File: config.mk
export PLATFORM = sky130hd
export DESIGN_NAME = ncd_ctrl
export DESIGN_NICKNAME = d
export VERILOG_FILES = /design/src/rtl/ncd_pkg.sv /design/src/rtl/ncd_ctrl.sv
export VERILOG_INCLUDE_DIRS = /design/src /design/src/rtl
export SDC_FILE = /design/constraint.sdc
export NUM_CORES = 1
export LEC_CHECK = 0
export BUFFER_PORTS_ARGS = -buffer_cell sky130_fd_sc_hd__buf_2
export CORE_AREA = 4 4 87 89
export DETAILED_ROUTE_END_ITERATION = 16
export DIE_AREA = 0 0 91 93
export PLACE_DENSITY_LB_ADDON = 0.1
export SLEW_MARGIN = 20
export SYNTH_ARGS = -nofsm -noshare
export SYNTH_HDL_FRONTEND = slang
export SYNTH_SLANG_ARGS = --single-unit
File: constraint.sdc
create_clock -name clock -period 4.1 [get_ports clock]
set_input_delay 0.41 -clock clock [delete_from_list [all_inputs] [get_ports clock]]
set_output_delay 0.41 -clock clock [all_outputs]
set_load 0.005 [all_outputs]
File: src/rtl/assert_macros.svh
// Assertion helpers shared by the RTL
`ifndef ASSERT_MACROS_SVH
`define ASSERT_MACROS_SVH

// Implication checked at every edge outside reset
`define ASSERT_IMPLY(label, clk, rst, ante, cons) \
   label: assert property (@(posedge clk) disable iff (rst) (ante) |-> (cons)) \
      else $error("assertion failed");

// Implication checked in the next cycle
`define ASSERT_NEXT(label, clk, rst, ante, cons) \
   label: assert property (@(posedge clk) disable iff (rst) (ante) |=> (cons)) \
      else $error("assertion failed");

`endif

File: src/rtl/ncd_pkg.sv
package ncd_pkg;
   localparam int DefMaxEdges    = 256;
   localparam int DefMaxVertices = 64;
   localparam int VcountWidth    = 7;
   localparam int WeightWidth    = 16;
   localparam int VertexWidth    = 6;
   localparam int DistWidth      = 32;

   // Controller commands to the datapath
   typedef struct packed {
      logic store_edge;    // write the incoming edge
      logic clear_graph;   // drop count and overflow, clear reached marks
      logic init_dist;     // set distances for a new run
      logic rd_edge;       // issue edge read
      logic rd_dist;       // read both endpoint distances of the edge read
      logic relax;         // evaluate edge from read data
      logic apply;         // apply relaxation (not check pass)
      logic mark;          // mark reached vertices
      logic clr_found;     // clear relax-found flag
   } ncd_cmd_type;

   typedef struct packed {
      logic found;
   } ncd_stat_type;
endpackage

File: src/rtl/ncd_ctrl.sv
module ncd_ctrl
   import ncd_pkg::*;
#(
   parameter int MaxEdges    = DefMaxEdges,
   parameter int MaxVertices = DefMaxVertices
) (
   input  logic                          clock,
   input  logic                          reset,
   input  logic [VcountWidth-1:0]        vcount,
   input  logic                          req_valid,
   input  logic                          req_last,
   output logic                          req_ready,
   output logic                          rsp_valid,
   input  logic                          rsp_ready,
   output logic                          rsp_neg,
   output logic                          rsp_dropped,
   input  logic [$clog2(MaxEdges+1)-1:0] edge_count,
   input  logic                          overflow,
   input  logic                          reached_now,
   input  ncd_stat_type                  stat,
   output ncd_cmd_type                   cmd,
   output logic [$clog2(MaxEdges+1)-1:0] rd_addr,
   output logic [$clog2(MaxVertices+1)-1:0] vlim,
   output logic [$clog2(MaxVertices)-1:0] vidx,
   output logic [$clog2(MaxVertices)-1:0] run_src
);
   `include "assert_macros.svh"
   localparam int EW  = $clog2(MaxEdges+1);
   localparam int VW  = $clog2(MaxVertices);
   localparam int VCW = $clog2(MaxVertices+1);

   localparam logic [2:0] S_LOAD = 3'd0, S_PICK = 3'd1, S_INIT = 3'd2,
                          S_RD = 3'd3, S_EVAL = 3'd4, S_MARK = 3'd5,
                          S_OUT = 3'd6, S_DRD = 3'd7;

   logic [2:0]     state_ff, state_in;
   logic [EW-1:0]  edge_ff, edge_in;
   logic [VCW-1:0] pass_ff, pass_in, vlim_ff, vlim_in;
   logic [VW-1:0]  vidx_ff, vidx_in, src_ff, src_in;
   logic           neg_ff, neg_in;
   logic           rsp_valid_ff, rsp_valid_in;
   logic           rsp_neg_ff, rsp_neg_in;
   logic           rsp_drop_ff, rsp_drop_in;
   logic           last_v, last_e, check;

   assign last_v = ({1'b0, vidx_ff} == vlim_ff - 1'b1);
   assign last_e = (edge_ff + 1'b1 >= edge_count);
   assign check  = (pass_ff + 1'b1 >= vlim_ff);

   // Next state and commands
   always_comb begin
      state_in = state_ff;
      edge_in  = edge_ff;
      pass_in  = pass_ff;
      vlim_in  = vlim_ff;
      vidx_in  = vidx_ff;
      src_in   = src_ff;
      neg_in   = neg_ff;
      rsp_valid_in = rsp_valid_ff && !rsp_ready;
      rsp_neg_in   = rsp_neg_ff;
      rsp_drop_in  = rsp_drop_ff;
      cmd      = '0;
      req_ready = (state_ff == S_LOAD);
      unique case (state_ff)
         S_LOAD: begin
            if (req_valid) begin
               cmd.store_edge = 1'b1;
               if (req_last) begin
                  state_in = S_PICK;
                  vidx_in  = '0;
                  neg_in   = 1'b0;
                  if (vcount == '0) vlim_in = VCW'(1);
                  else if (32'(vcount) > MaxVertices) vlim_in = VCW'(MaxVertices);
                  else vlim_in = VCW'(vcount);
               end
            end
         end
         S_PICK: begin
            if (reached_now) begin
               if (last_v) state_in = S_OUT;
               else vidx_in = vidx_ff + 1'b1;
            end else begin
               src_in   = vidx_ff;
               vidx_in  = '0;
               state_in = S_INIT;
            end
         end
         S_INIT: begin
            cmd.init_dist = 1'b1;
            if (last_v) begin
               pass_in  = '0;
               edge_in  = '0;
               cmd.clr_found = 1'b1;
               state_in = (edge_count == '0) ? S_MARK : S_RD;
               vidx_in  = '0;
            end else vidx_in = vidx_ff + 1'b1;
         end
         S_RD: begin
            cmd.rd_edge = 1'b1;
            state_in = S_DRD;
         end
         S_DRD: begin
            cmd.rd_dist = 1'b1;
            state_in = S_EVAL;
         end
         S_EVAL: begin
            cmd.relax = 1'b1;
            cmd.apply = !check;
            if (!last_e) begin
               edge_in  = edge_ff + 1'b1;
               state_in = S_RD;
            end else if (!check) begin
               // start next pass with the found flag clear
               cmd.clr_found = 1'b1;
               edge_in  = '0;
               pass_in  = pass_ff + 1'b1;
               state_in = S_RD;
            end else begin
               state_in = S_MARK;
               vidx_in  = '0;
            end
         end
         S_MARK: begin
            // found flag covers the check pass only
            if (stat.found && check) begin
               neg_in   = 1'b1;
               state_in = S_OUT;
            end else begin
               cmd.mark = 1'b1;
               if (last_v) begin
                  vidx_in  = (src_ff == VW'(vlim_ff - 1'b1)) ? src_ff : src_ff + 1'b1;
                  state_in = (src_ff == VW'(vlim_ff - 1'b1)) ? S_OUT : S_PICK;
               end else vidx_in = vidx_ff + 1'b1;
            end
         end
         S_OUT: begin
            // move the verdict into the output register once it is free
            if (!rsp_valid_ff || rsp_ready) begin
               rsp_valid_in = 1'b1;
               rsp_neg_in   = neg_ff;
               rsp_drop_in  = overflow;
               cmd.clear_graph = 1'b1;
               state_in = S_LOAD;
            end
         end
         default: state_in = S_LOAD;
      endcase
   end

   always_ff @(posedge clock) begin
      if (reset) begin
         state_ff     <= S_LOAD;
         neg_ff       <= 1'b0;
         rsp_valid_ff <= 1'b0;
      end else begin
         state_ff     <= state_in;
         neg_ff       <= neg_in;
         rsp_valid_ff <= rsp_valid_in;
      end
      edge_ff <= edge_in;
      pass_ff <= pass_in;
      vlim_ff <= vlim_in;
      vidx_ff <= vidx_in;
      src_ff  <= src_in;
      rsp_neg_ff  <= rsp_neg_in;
      rsp_drop_ff <= rsp_drop_in;
   end

   assign rsp_valid   = rsp_valid_ff;
   assign rsp_neg     = rsp_neg_ff;
   assign rsp_dropped = rsp_drop_ff;
   assign rd_addr     = edge_ff;
   assign vlim        = vlim_ff;
   assign vidx        = vidx_ff;
   assign run_src     = src_ff;

   `ASSERT_NEXT(a_rsp_hold, clock, reset, rsp_valid && !rsp_ready, rsp_valid)
   `ASSERT_NEXT(a_rd_dist, clock, reset, cmd.rd_edge, cmd.rd_dist)
   `ASSERT_NEXT(a_dist_eval, clock, reset, cmd.rd_dist, cmd.relax)
   `ASSERT_IMPLY(a_no_apply_check, clock, reset, cmd.relax && check, !cmd.apply)
endmodule

### Word-level counts from Yosys, hierarchy flattened

Index checks and enable logic that the tools add are counted.

* $add $sub $neg: 5
* multiply operators: 0
* divide/modulo/power cells: 0
* $lt $le $gt $ge: 3
* eq/ne operators: 22
* shifts and indexed selects: 0
* multiplexer cells: 53
* bitwise logic cells: 1
* reduce and logical (&&, ||, !) cells: 21

Operators by type and width (number)
* two-way mux 6 bit: 10
* two-way mux 3 bit: 12
* case mux 6 bit (5 select lines): 1
* two-way mux 7 bit: 4
* two-way mux 9 bit: 3
* case mux 3 bit (8 select lines): 1
* != test 2 bit (second input constant): 9
* case mux 9 bit (2 select lines): 1
* two-way mux 1 bit: 17
* case mux 7 bit (2 select lines): 1
* adder 6 x 1 -> 6 bit (second input constant): 2
* == test 3 bit (second input constant): 4
* != test 3 bit (second input constant): 4
* adder 9 x 1 -> 9 bit (second input constant): 1
* >= comparator 9 bit: 1
* logical NOT 9 bit: 1
* AND reduction 4 bit: 2
* adder 7 x 1 -> 7 bit (second input constant): 1
* == test 6 x 7 -> 1 bit: 1
* >= comparator 7 bit: 1
* > comparator 7 bit (second input constant): 1
* logical NOT 7 bit: 1
* AND reduction 7 bit: 1
* subtractor 7 x 1 -> 7 bit (second input constant): 1
* 16 further kinds: 24

* flip-flop bits (word level): 42
* bits in latches: 0
* memory bits (writable): 0
* bits in read-only memories: 0
* input port bits: 24
* logic and storage cells: 116
* memories kept: 0

### Depth between registers and ports, before layout

Gate-level depths: netlist of run 1.

* depth in word-level cells: 6
* depth in mapped cells: 11

### Worst setup path after synthesis of run 1

OpenSTA, ideal clock, no wires.

* path type: register to register
* from: reg edge_ff[2] (netlist: rd_addr[2])
* to: reg edge_ff[0] (netlist: rd_addr[0]) (enable)
* setup time: 0.379 ns
* data arrival time: 2.825 ns
* slack: 0.897 ns
* stages on the path, launching flop included: 11
* period minus slack after synthesis: 3.203 ns
* path through: edfxtp_1 nand3_1 nor2_1 nand4_1 xnor2_1 ha_1 a21o_1 a21o_1 a211oi_1 nor2_1 o22ai_1

* word-level cells in the longest chain between the ends: 4

RTL lines
* from (decl): RTL line ncd_ctrl.sv:37 `logic [EW-1:0] edge_ff, edge_in;`
* from (signal assigned): RTL line ncd_ctrl.sv:160 `edge_ff <= edge_in;`
* adder 9 x 1 -> 9 bit: RTL line ncd_ctrl.sv:47 `assign last_e = (edge_ff + 1'b1 >= edge_count);`
* >= comparator 9 bit: RTL line ncd_ctrl.sv:47
* != test 3 bit (no source line)
* AND reduction 3 bit (no source line)

No other way between the ends.
A chain may end at the register's enable or synchronous reset.

==> impl_metrics.toml, run 1 <==
[status]
status = "finished clean"

[setup_path]
r2r_end = "vidx[0]$_DFFE_PP_"
cp_slowest_cell = "edfxtp_1"
crit_start = "pass_ff[0]$_SDFFCE_PN0P_"
cpMostUsedCell = "ha_1"
worstPathCellList = "ha_1 -> nand2_1 -> nor2_1 -> xor2_1 -> ha_1 -> and2_1 -> a221o_1 -> a41o_1 -> a21oi_1 -> buf_2"
max_stage_delay_ns = 0.45
rrSetupSlack_ns = 1.08
start_kind = "flip-flop"
rr_startpoint = "pass_ff[0]$_SDFFCE_PN0P_"
endpoint = "cmd[1]"
arrival_ns = 2.92
ff2ff_path_depth = 12
crit_type = "flip-flop to output pin"
crit_fanout = 8
required_ns = 3.69
end_kind = "output pin"

[timing]
slew_violations = 0
rsz0062_at_grt = "false"
slew_headroom_pct = 41.6
setup_viol = 0
clock.fmax_mhz = 300
tns_ns = 0
finClkSkew_ns = 0.00417
worstMarginPinSlew_ns = 0.868
period_share_pct = 81.2
min_period_ns = 3.33
hold_viol = 0

[clock_network]
hold_buffers = 0
cts_resized = 0
clkLatencyLatePin_ns = 0.30
tritoncts = "yes"
cts_sinks = 42
htreeDepth = 2
numCtsBuffers = 5
clk_path_buf_depth = 2
clkTransAtPathRegs_ns = 0.08
cts_root_buf = "clkbuf_8"
cts_setup_buffers = 0

[power]
power_mw = 1.61
switchingPower_mw = 0.614
pwr-share-comb_pct = 39.7
switching_share_pct = 38.1
intPower_mw = 0.998
clkPwrFrac_pct = 16.3
p_seq_share_pct = 43.9
vdd_ir_drop_max_v = 0.000228
powerDensity_nw_per_um2 = 461
p_leak_nw = 1.52

[layout]
antenna_cells = 0
drive_gt1_share_pct = 22.6
fin_util_pct = 51.7
nFillCells = 647
multiInputGateArea_um2 = 1670
final_nets = 412
regArea_um2 = 1210
layout_commonest_cell = "buf_2"
mostFrequentLayoutCells = "64 x buf_2, 37 x edfxtp_1, 21 x inv_1, 21 x xnor2_1, 21 x ha_1"
syn_to_final_growth_pct = 16.1

[global_routing]
grt_pass1_wl_um = 11800
gr-total-overflow = 0
track_usage_pct = 17.6
antenna_found_initial = 0
grt_max_degree = 16
grt_pass1_vias = 2381

[place]
dp_hpwl_um = 5740
gp_congestion = 0.811
place.port_buffers = 64

[routing]
wl_per_cell_um = 16.2
dr.pass1.iters = 4
drt.antenna.violating_nets = 0
drt-initial-drc-count = 83
drc = 0
vias = 2469
routed_wl_um = 7260
via_per_inst = 5.51

[die]
pin_count = 65
fp.coreArea_um2 = 6760
die_h_um = 93
die_w_um = 91
rows = 30
dieArea_um2 = 8460
start_util_pct = 44.6

[worst_hold_path]
worst_hold_path_type = "input pin to flip-flop"

[flow_run]
drv_cap = 0

[synth]
synth.avg_cell_area_um2 = 10.0
syn_inst = 301
ys_seq_area_share_pct = 40.2
syn_nets = 346
synthArstFlopShare_pct = 0
yosysUniqueCellTypes = 55
synth_edf_count = 37
yosysWarnings = 0
syn-cell-area_um2 = 3010
synth_seq_cells = 42
ys.flop_type = "edfxtp_1"
state kept, by name, summed over array words and instances, names as in the netlist:
name         flops
rsp_valid        1
pass_ff          7
rsp_neg          1
neg_ff           1
run_src          6
vlim             7
rd_addr          9
rsp_dropped      1
vidx             6
state_ff         3
worst max-delay path: cells and delay by family (launching register included):
family / cells / cell delay (ns)
DFF: 1 / 0.45
buffers and inverters: 1 / 0.18
AOI/OAI and AO/OA: 3 / 0.92
xor gates and xnor gates: 1 / 0.23
and+or+nand+nor: 3 / 0.32
adders and majority gates: 2 / 0.51
cells in the mapped netlist (all sizes together), types with 4 or more instances:
master / number / area, um^2
xor2: 9 / 78.8
ha: 21 / 263
inv: 21 / 78.8
dfxtp: 5 / 100
buf: 4 / 35.0
o21ai: 7 / 35.0
xnor3: 4 / 90.1
a21oi: 13 / 65.1
and3: 11 / 68.8
o22ai: 7 / 43.8
a31oi: 4 / 25.0
and2: 10 / 62.6
nand4: 5 / 31.3
xnor2: 22 / 200
nor2: 20 / 75.1
nor3: 9 / 45.0
clkbuf: 5 / 18.8
edfxtp: 37 / 1110
nand2: 20 / 77.6
nor2b: 11 / 68.8
nand3: 14 / 70.1
power groups by stage:
stage	registers, mW	logic, mW	clock network (mW)
floorplan	0.662	0.469	0
global placement	0.714	0.639	0
detailed placement	0.718	0.643	0
CTS	0.708	0.646	0.267
global route	0.723	0.717	0.290
finish	0.708	0.641	0.263
per-stage QoR:
stage	hold WS (ns)	cells	instance area (um^2)	setup WS [ns]
detailed placement	0.469	440	3410	1.09
global placement	0.473	440	3410	1.18
finish	0.287	448	3500	0.769
floorplan	0.409	301	3010	0.897
global route	0.284	448	3500	0.520
CTS	0.288	448	3500	0.756
final cells by class:
class | count | share of cell area, %
Timing Repair Buffer | 68 | 10.0
Clock inverter | 2 | 0.251
Tap cell | 80 | 2.86
Multi-Input combinational cell | 228 | 47.8
Clock buffer | 6 | 2.08
Sequential cell | 42 | 34.6
Inverter | 22 | 2.36
layer usage:
metal | global-route usage, % | wire (um)
met1 | 21.9 | 3190
met2 | 30.4 | 3530
met3 | 3.38 | 375
met4 | 6.28 | 167
met5 | 0 | 0
cells by family (layout without fill, tap and decap cells):
group	Yosys count	in the layout	share of synthesized area (%)
flip-flops	42	42	40.2
AND/OR/NAND/NOR	112	112	20.4
AO/OA/AOI/OAI	60	60	13.9
buffers and inverters	31	98	4.53
XOR/XNOR	35	35	12.3
adder cells (fa/ha/maj)	21	21	8.72
worst min path at each step:
| stage | from | end | slack (ns) | depth (start not counted) |
|---|---|---|---|---|
| 3_5_place_dp | neg_ff$_SDFFE_PP0P_ | rsp_neg$_DFFE_PP_ | 0.47 | 0 |
| 3_3_place_gp | neg_ff$_SDFFE_PP0P_ | rsp_neg$_DFFE_PP_ | 0.47 | 0 |
| 6_report | overflow | rsp_dropped$_DFFE_PP_ | 0.29 | 1 |
| 2_1_floorplan | neg_ff$_SDFFE_PP0P_ | rsp_neg$_DFFE_PP_ | 0.41 | 0 |
| 4_1_cts | overflow | rsp_dropped$_DFFE_PP_ | 0.29 | 1 |
| 5_1_grt | overflow | rsp_dropped$_DFFE_PP_ | 0.28 | 1 |
(Power assumes the default switching activity.)
==> inputs of run 2 (changes only) <==
Settings changed: ABC_AREA set to 1, CORE_AREA 4 4 87 89 to 4 4 89 91, DIE_AREA 0 0 91 93 to 0 0 93 95.
Clock period 4.1 ns to 3.1 ns, I/O delays scaled along.
==> run 2 against run 1 <==
  * Utilization is 3.1 points higher
  * Count of clock-buffer cells in the layout did not move
  * Clock power up 27%
  * Highest routed layer unchanged
==> impl_metrics.toml, run 2 <==
[setup_path]
worstPathCellList = "ha_2 -> nand2_2 -> inv_2 -> nand2_2 -> nor2_4 -> nand2_1 -> xor2_1 -> inv_1 -> ha_4 -> nand2_1 -> nor2_4 -> nand3b_1 -> and2_4 -> nand2_4 -> nor2_4 -> o22ai_2 -> buf_2"
cp_slowest_cell = "edfxtp_1"
rrSetupSlack_ns = 0.14
max_stage_delay_ns = 0.40
crit_start = "rd_addr[1]$_SDFFCE_PP0P_"
path_buf_inv = 3
start_kind = "flip-flop"
endpoint = "cmd[0]"
required_ns = 2.79
crit_family = "simple AND/OR/NAND/NOR gates"
cpMostUsedCell = "nor2_4"
worst-path-stages = 17
r2r_end = "vidx[0]$_DFFE_PP_"
crit_type = "flip-flop to output pin"
crit_fanout = 3
arrival_ns = 2.74
end_kind = "output pin"
ff2ff_path_depth = 16
rr_startpoint = "pass_ff[0]$_SDFFCE_PN0P_"

[synth]
syn-cell-area_um2 = 3160
ys_seq_area_share_pct = 38.4
synthXorXnorAreaFrac_pct = 5.27
yosysWarnings = 0
yosysUniqueCellTypes = 34
syn_inst = 417
yosysMostFrequentCell = "nand2_1"
syn_nets = 462
synthMuxAreaShare_pct = 0
synth_area_leaders = "edfxtp_1 35%, nand2_1 11%, inv_1 8.8%"
synthArstFlopShare_pct = 0
ys_top_cells_by_count = "89 x nand2_1, 74 x inv_1, 59 x nor2_1, 37 x edfxtp_1, 30 x nand3_1"
synth.avg_cell_area_um2 = 7.57
yosys.area_share.simple_pct = 32.8
synth.top_cell.area_share_pct = 35.2
synth-adder-area-share_pct = 8.33
ys.flop_type = "edfxtp_1"
synth_compound_area_share_pct = 5.79
synth_largest_area_cell = "edfxtp_1"
synth_top_family_by_area = "simple AND/OR/NAND/NOR gates"
synth_seq_cells = 42
synth_edf_count = 37

[global_routing]
antenna_found_initial = 0
track_usage_pct = 17.6
grt_max_degree = 13
grt_pass1_wl_um = 12300
gr-total-overflow = 0
grt_pass1_vias = 2638

[routing]
drt.antenna.violating_nets = 0
dr.pass1.iters = 4
vias = 2916
via_per_inst = 4.85
routed_wl_um = 7920
dr.max_layer_used = "met4"
dr_wl_met3_um = 341
drc = 0
met2_length_um = 3780
wl_per_cell_um = 13.2
drt-initial-drc-count = 115
route.layer.met1.wl_um = 3760

[layout]
largest_reg_flops = 9
mostFrequentLayoutCells = "83 x nand2_1, 73 x inv_1, 64 x buf_2, 56 x nor2_1, 37 x edfxtp_1"
syn_to_final_growth_pct = 24.1
fin_util_pct = 54.9
fin_cells = 601
final_nets = 546
layout_commonest_cell = "nand2_1"
antenna_cells = 0
drive_gt1_share_pct = 25.7

[die]
fp.coreArea_um2 = 7140
pin_count = 65
dieArea_um2 = 8840
rows = 31
die_w_um = 93
start_util_pct = 44.2
die_h_um = 95

[place]
placed_cells = 583
dp_hpwl_um = 6370
place.port_buffers = 64
gp_congestion = 0.855

[timing]
rsz0062_at_grt = "true"
worstMarginPinSlew_ns = 0.793
hold_viol = 0
slew_violations = 0
clock.fmax_mhz = 328
slew_headroom_pct = 47.0
finClkSkew_ns = 0.00419
setup_viol = 0
period_share_pct = 98.5
min_period_ns = 3.05

[clock_network]
cts_root_buf = "clkbuf_8"
clkTransAtPathRegs_ns = 0.08
cts_sinks = 42
numCtsBuffers = 5
htreeDepth = 2
tritoncts = "yes"
hold_buffers = 0
clkLatencyLatePin_ns = 0.29
clk_path_buf_depth = 2

[power]
p_leak_nw = 1.97
switchingPower_mw = 0.883
switching_share_pct = 40.4
vdd_ir_drop_max_v = 0.000271
p_seq_share_pct = 41.5
powerDensity_nw_per_um2 = 558
intPower_mw = 1.30
pwr-share-comb_pct = 43.2
clkPwrFrac_pct = 15.3

[worst_hold_path]
worst_hold_path_type = "input pin to flip-flop"

[status]
status = "finished clean"

[flow_run]
drv_cap = 0
-- run 2: worst min path at each step --
stage	to	slack, ns	cells after the start	startpoint
after floorplan	rsp_valid$_SDFF_PP0_	0.38	1	reset
after global placement	rsp_neg$_DFFE_PP_	0.47	0	neg_ff$_SDFFE_PP0P_
after detailed placement	rsp_neg$_DFFE_PP_	0.45	0	neg_ff$_SDFFE_PP0P_
after CTS	rsp_dropped$_DFFE_PP_	0.19	1	overflow
after global routing	rsp_dropped$_DFFE_PP_	0.18	1	overflow
final	rsp_dropped$_DFFE_PP_	0.20	1	overflow
-- run 2: timing repair --
action                     in CTS  in global routing
setup buffers                   1                  9
gates resized for setup         1                 27
setup endpoints to repair       1                 24
pin swaps                       0                 10
-- run 2: metrics by stage --
step / area (um^2) / hold WS (ns) / worst slack, ns / total power [mW] / TNS [ns]
finish: 3920 / 0.196 / 0.0473 / 2.18 / 0
global route: 3920 / 0.182 / -0.129 / 2.38 / -0.962
CTS: 3720 / 0.188 / 0.00813 / 2.17 / 0
detailed placement: 3630 / 0.455 / 0.0771 / 1.83 / 0
global placement: 3630 / 0.468 / 0.185 / 1.83 / 0
floorplan: 3160 / 0.379 / 0.0290 / 1.50 / 0
-- run 2: cell type report --
cell class / instances / area (um^2)
clock inverter: 2 / 8.76
inverter: 77 / 289
timing repair buffer: 79 / 437
multi-input combinational: 296 / 1770
sequential: 42 / 1210
clock buffer: 6 / 72.6
fill: 730 / 3220
tap: 99 / 124
-- run 2: power by group through the flow --
stage | sequential, mW | clock (mW) | combinational [mW]
3_3_place_gp | 0.924 | 0 | 0.902
6_report | 0.907 | 0.334 | 0.943
4_1_cts | 0.909 | 0.348 | 0.916
5_1_grt | 0.929 | 0.372 | 1.08
2_1_floorplan | 0.888 | 0 | 0.615
3_5_place_dp | 0.922 | 0 | 0.912
-- run 2: kinds of logic (layout without fill, tap and decap cells) --
family	Yosys count	in the layout
DFF	42	42
xor gates and xnor gates	19	19
adders and majority gates	21	21
buffers and inverters	79	164
AOI/OAI and AO/OA	32	32
and+or+nand+nor	224	224
-- run 2: metal layers --
layer  vias up  global-route usage [%]
met1      1320                    24.1
met5         -                       0
met2        69                    28.9
met3         4                    2.79
met4         0                    4.64
li1       1523                       -
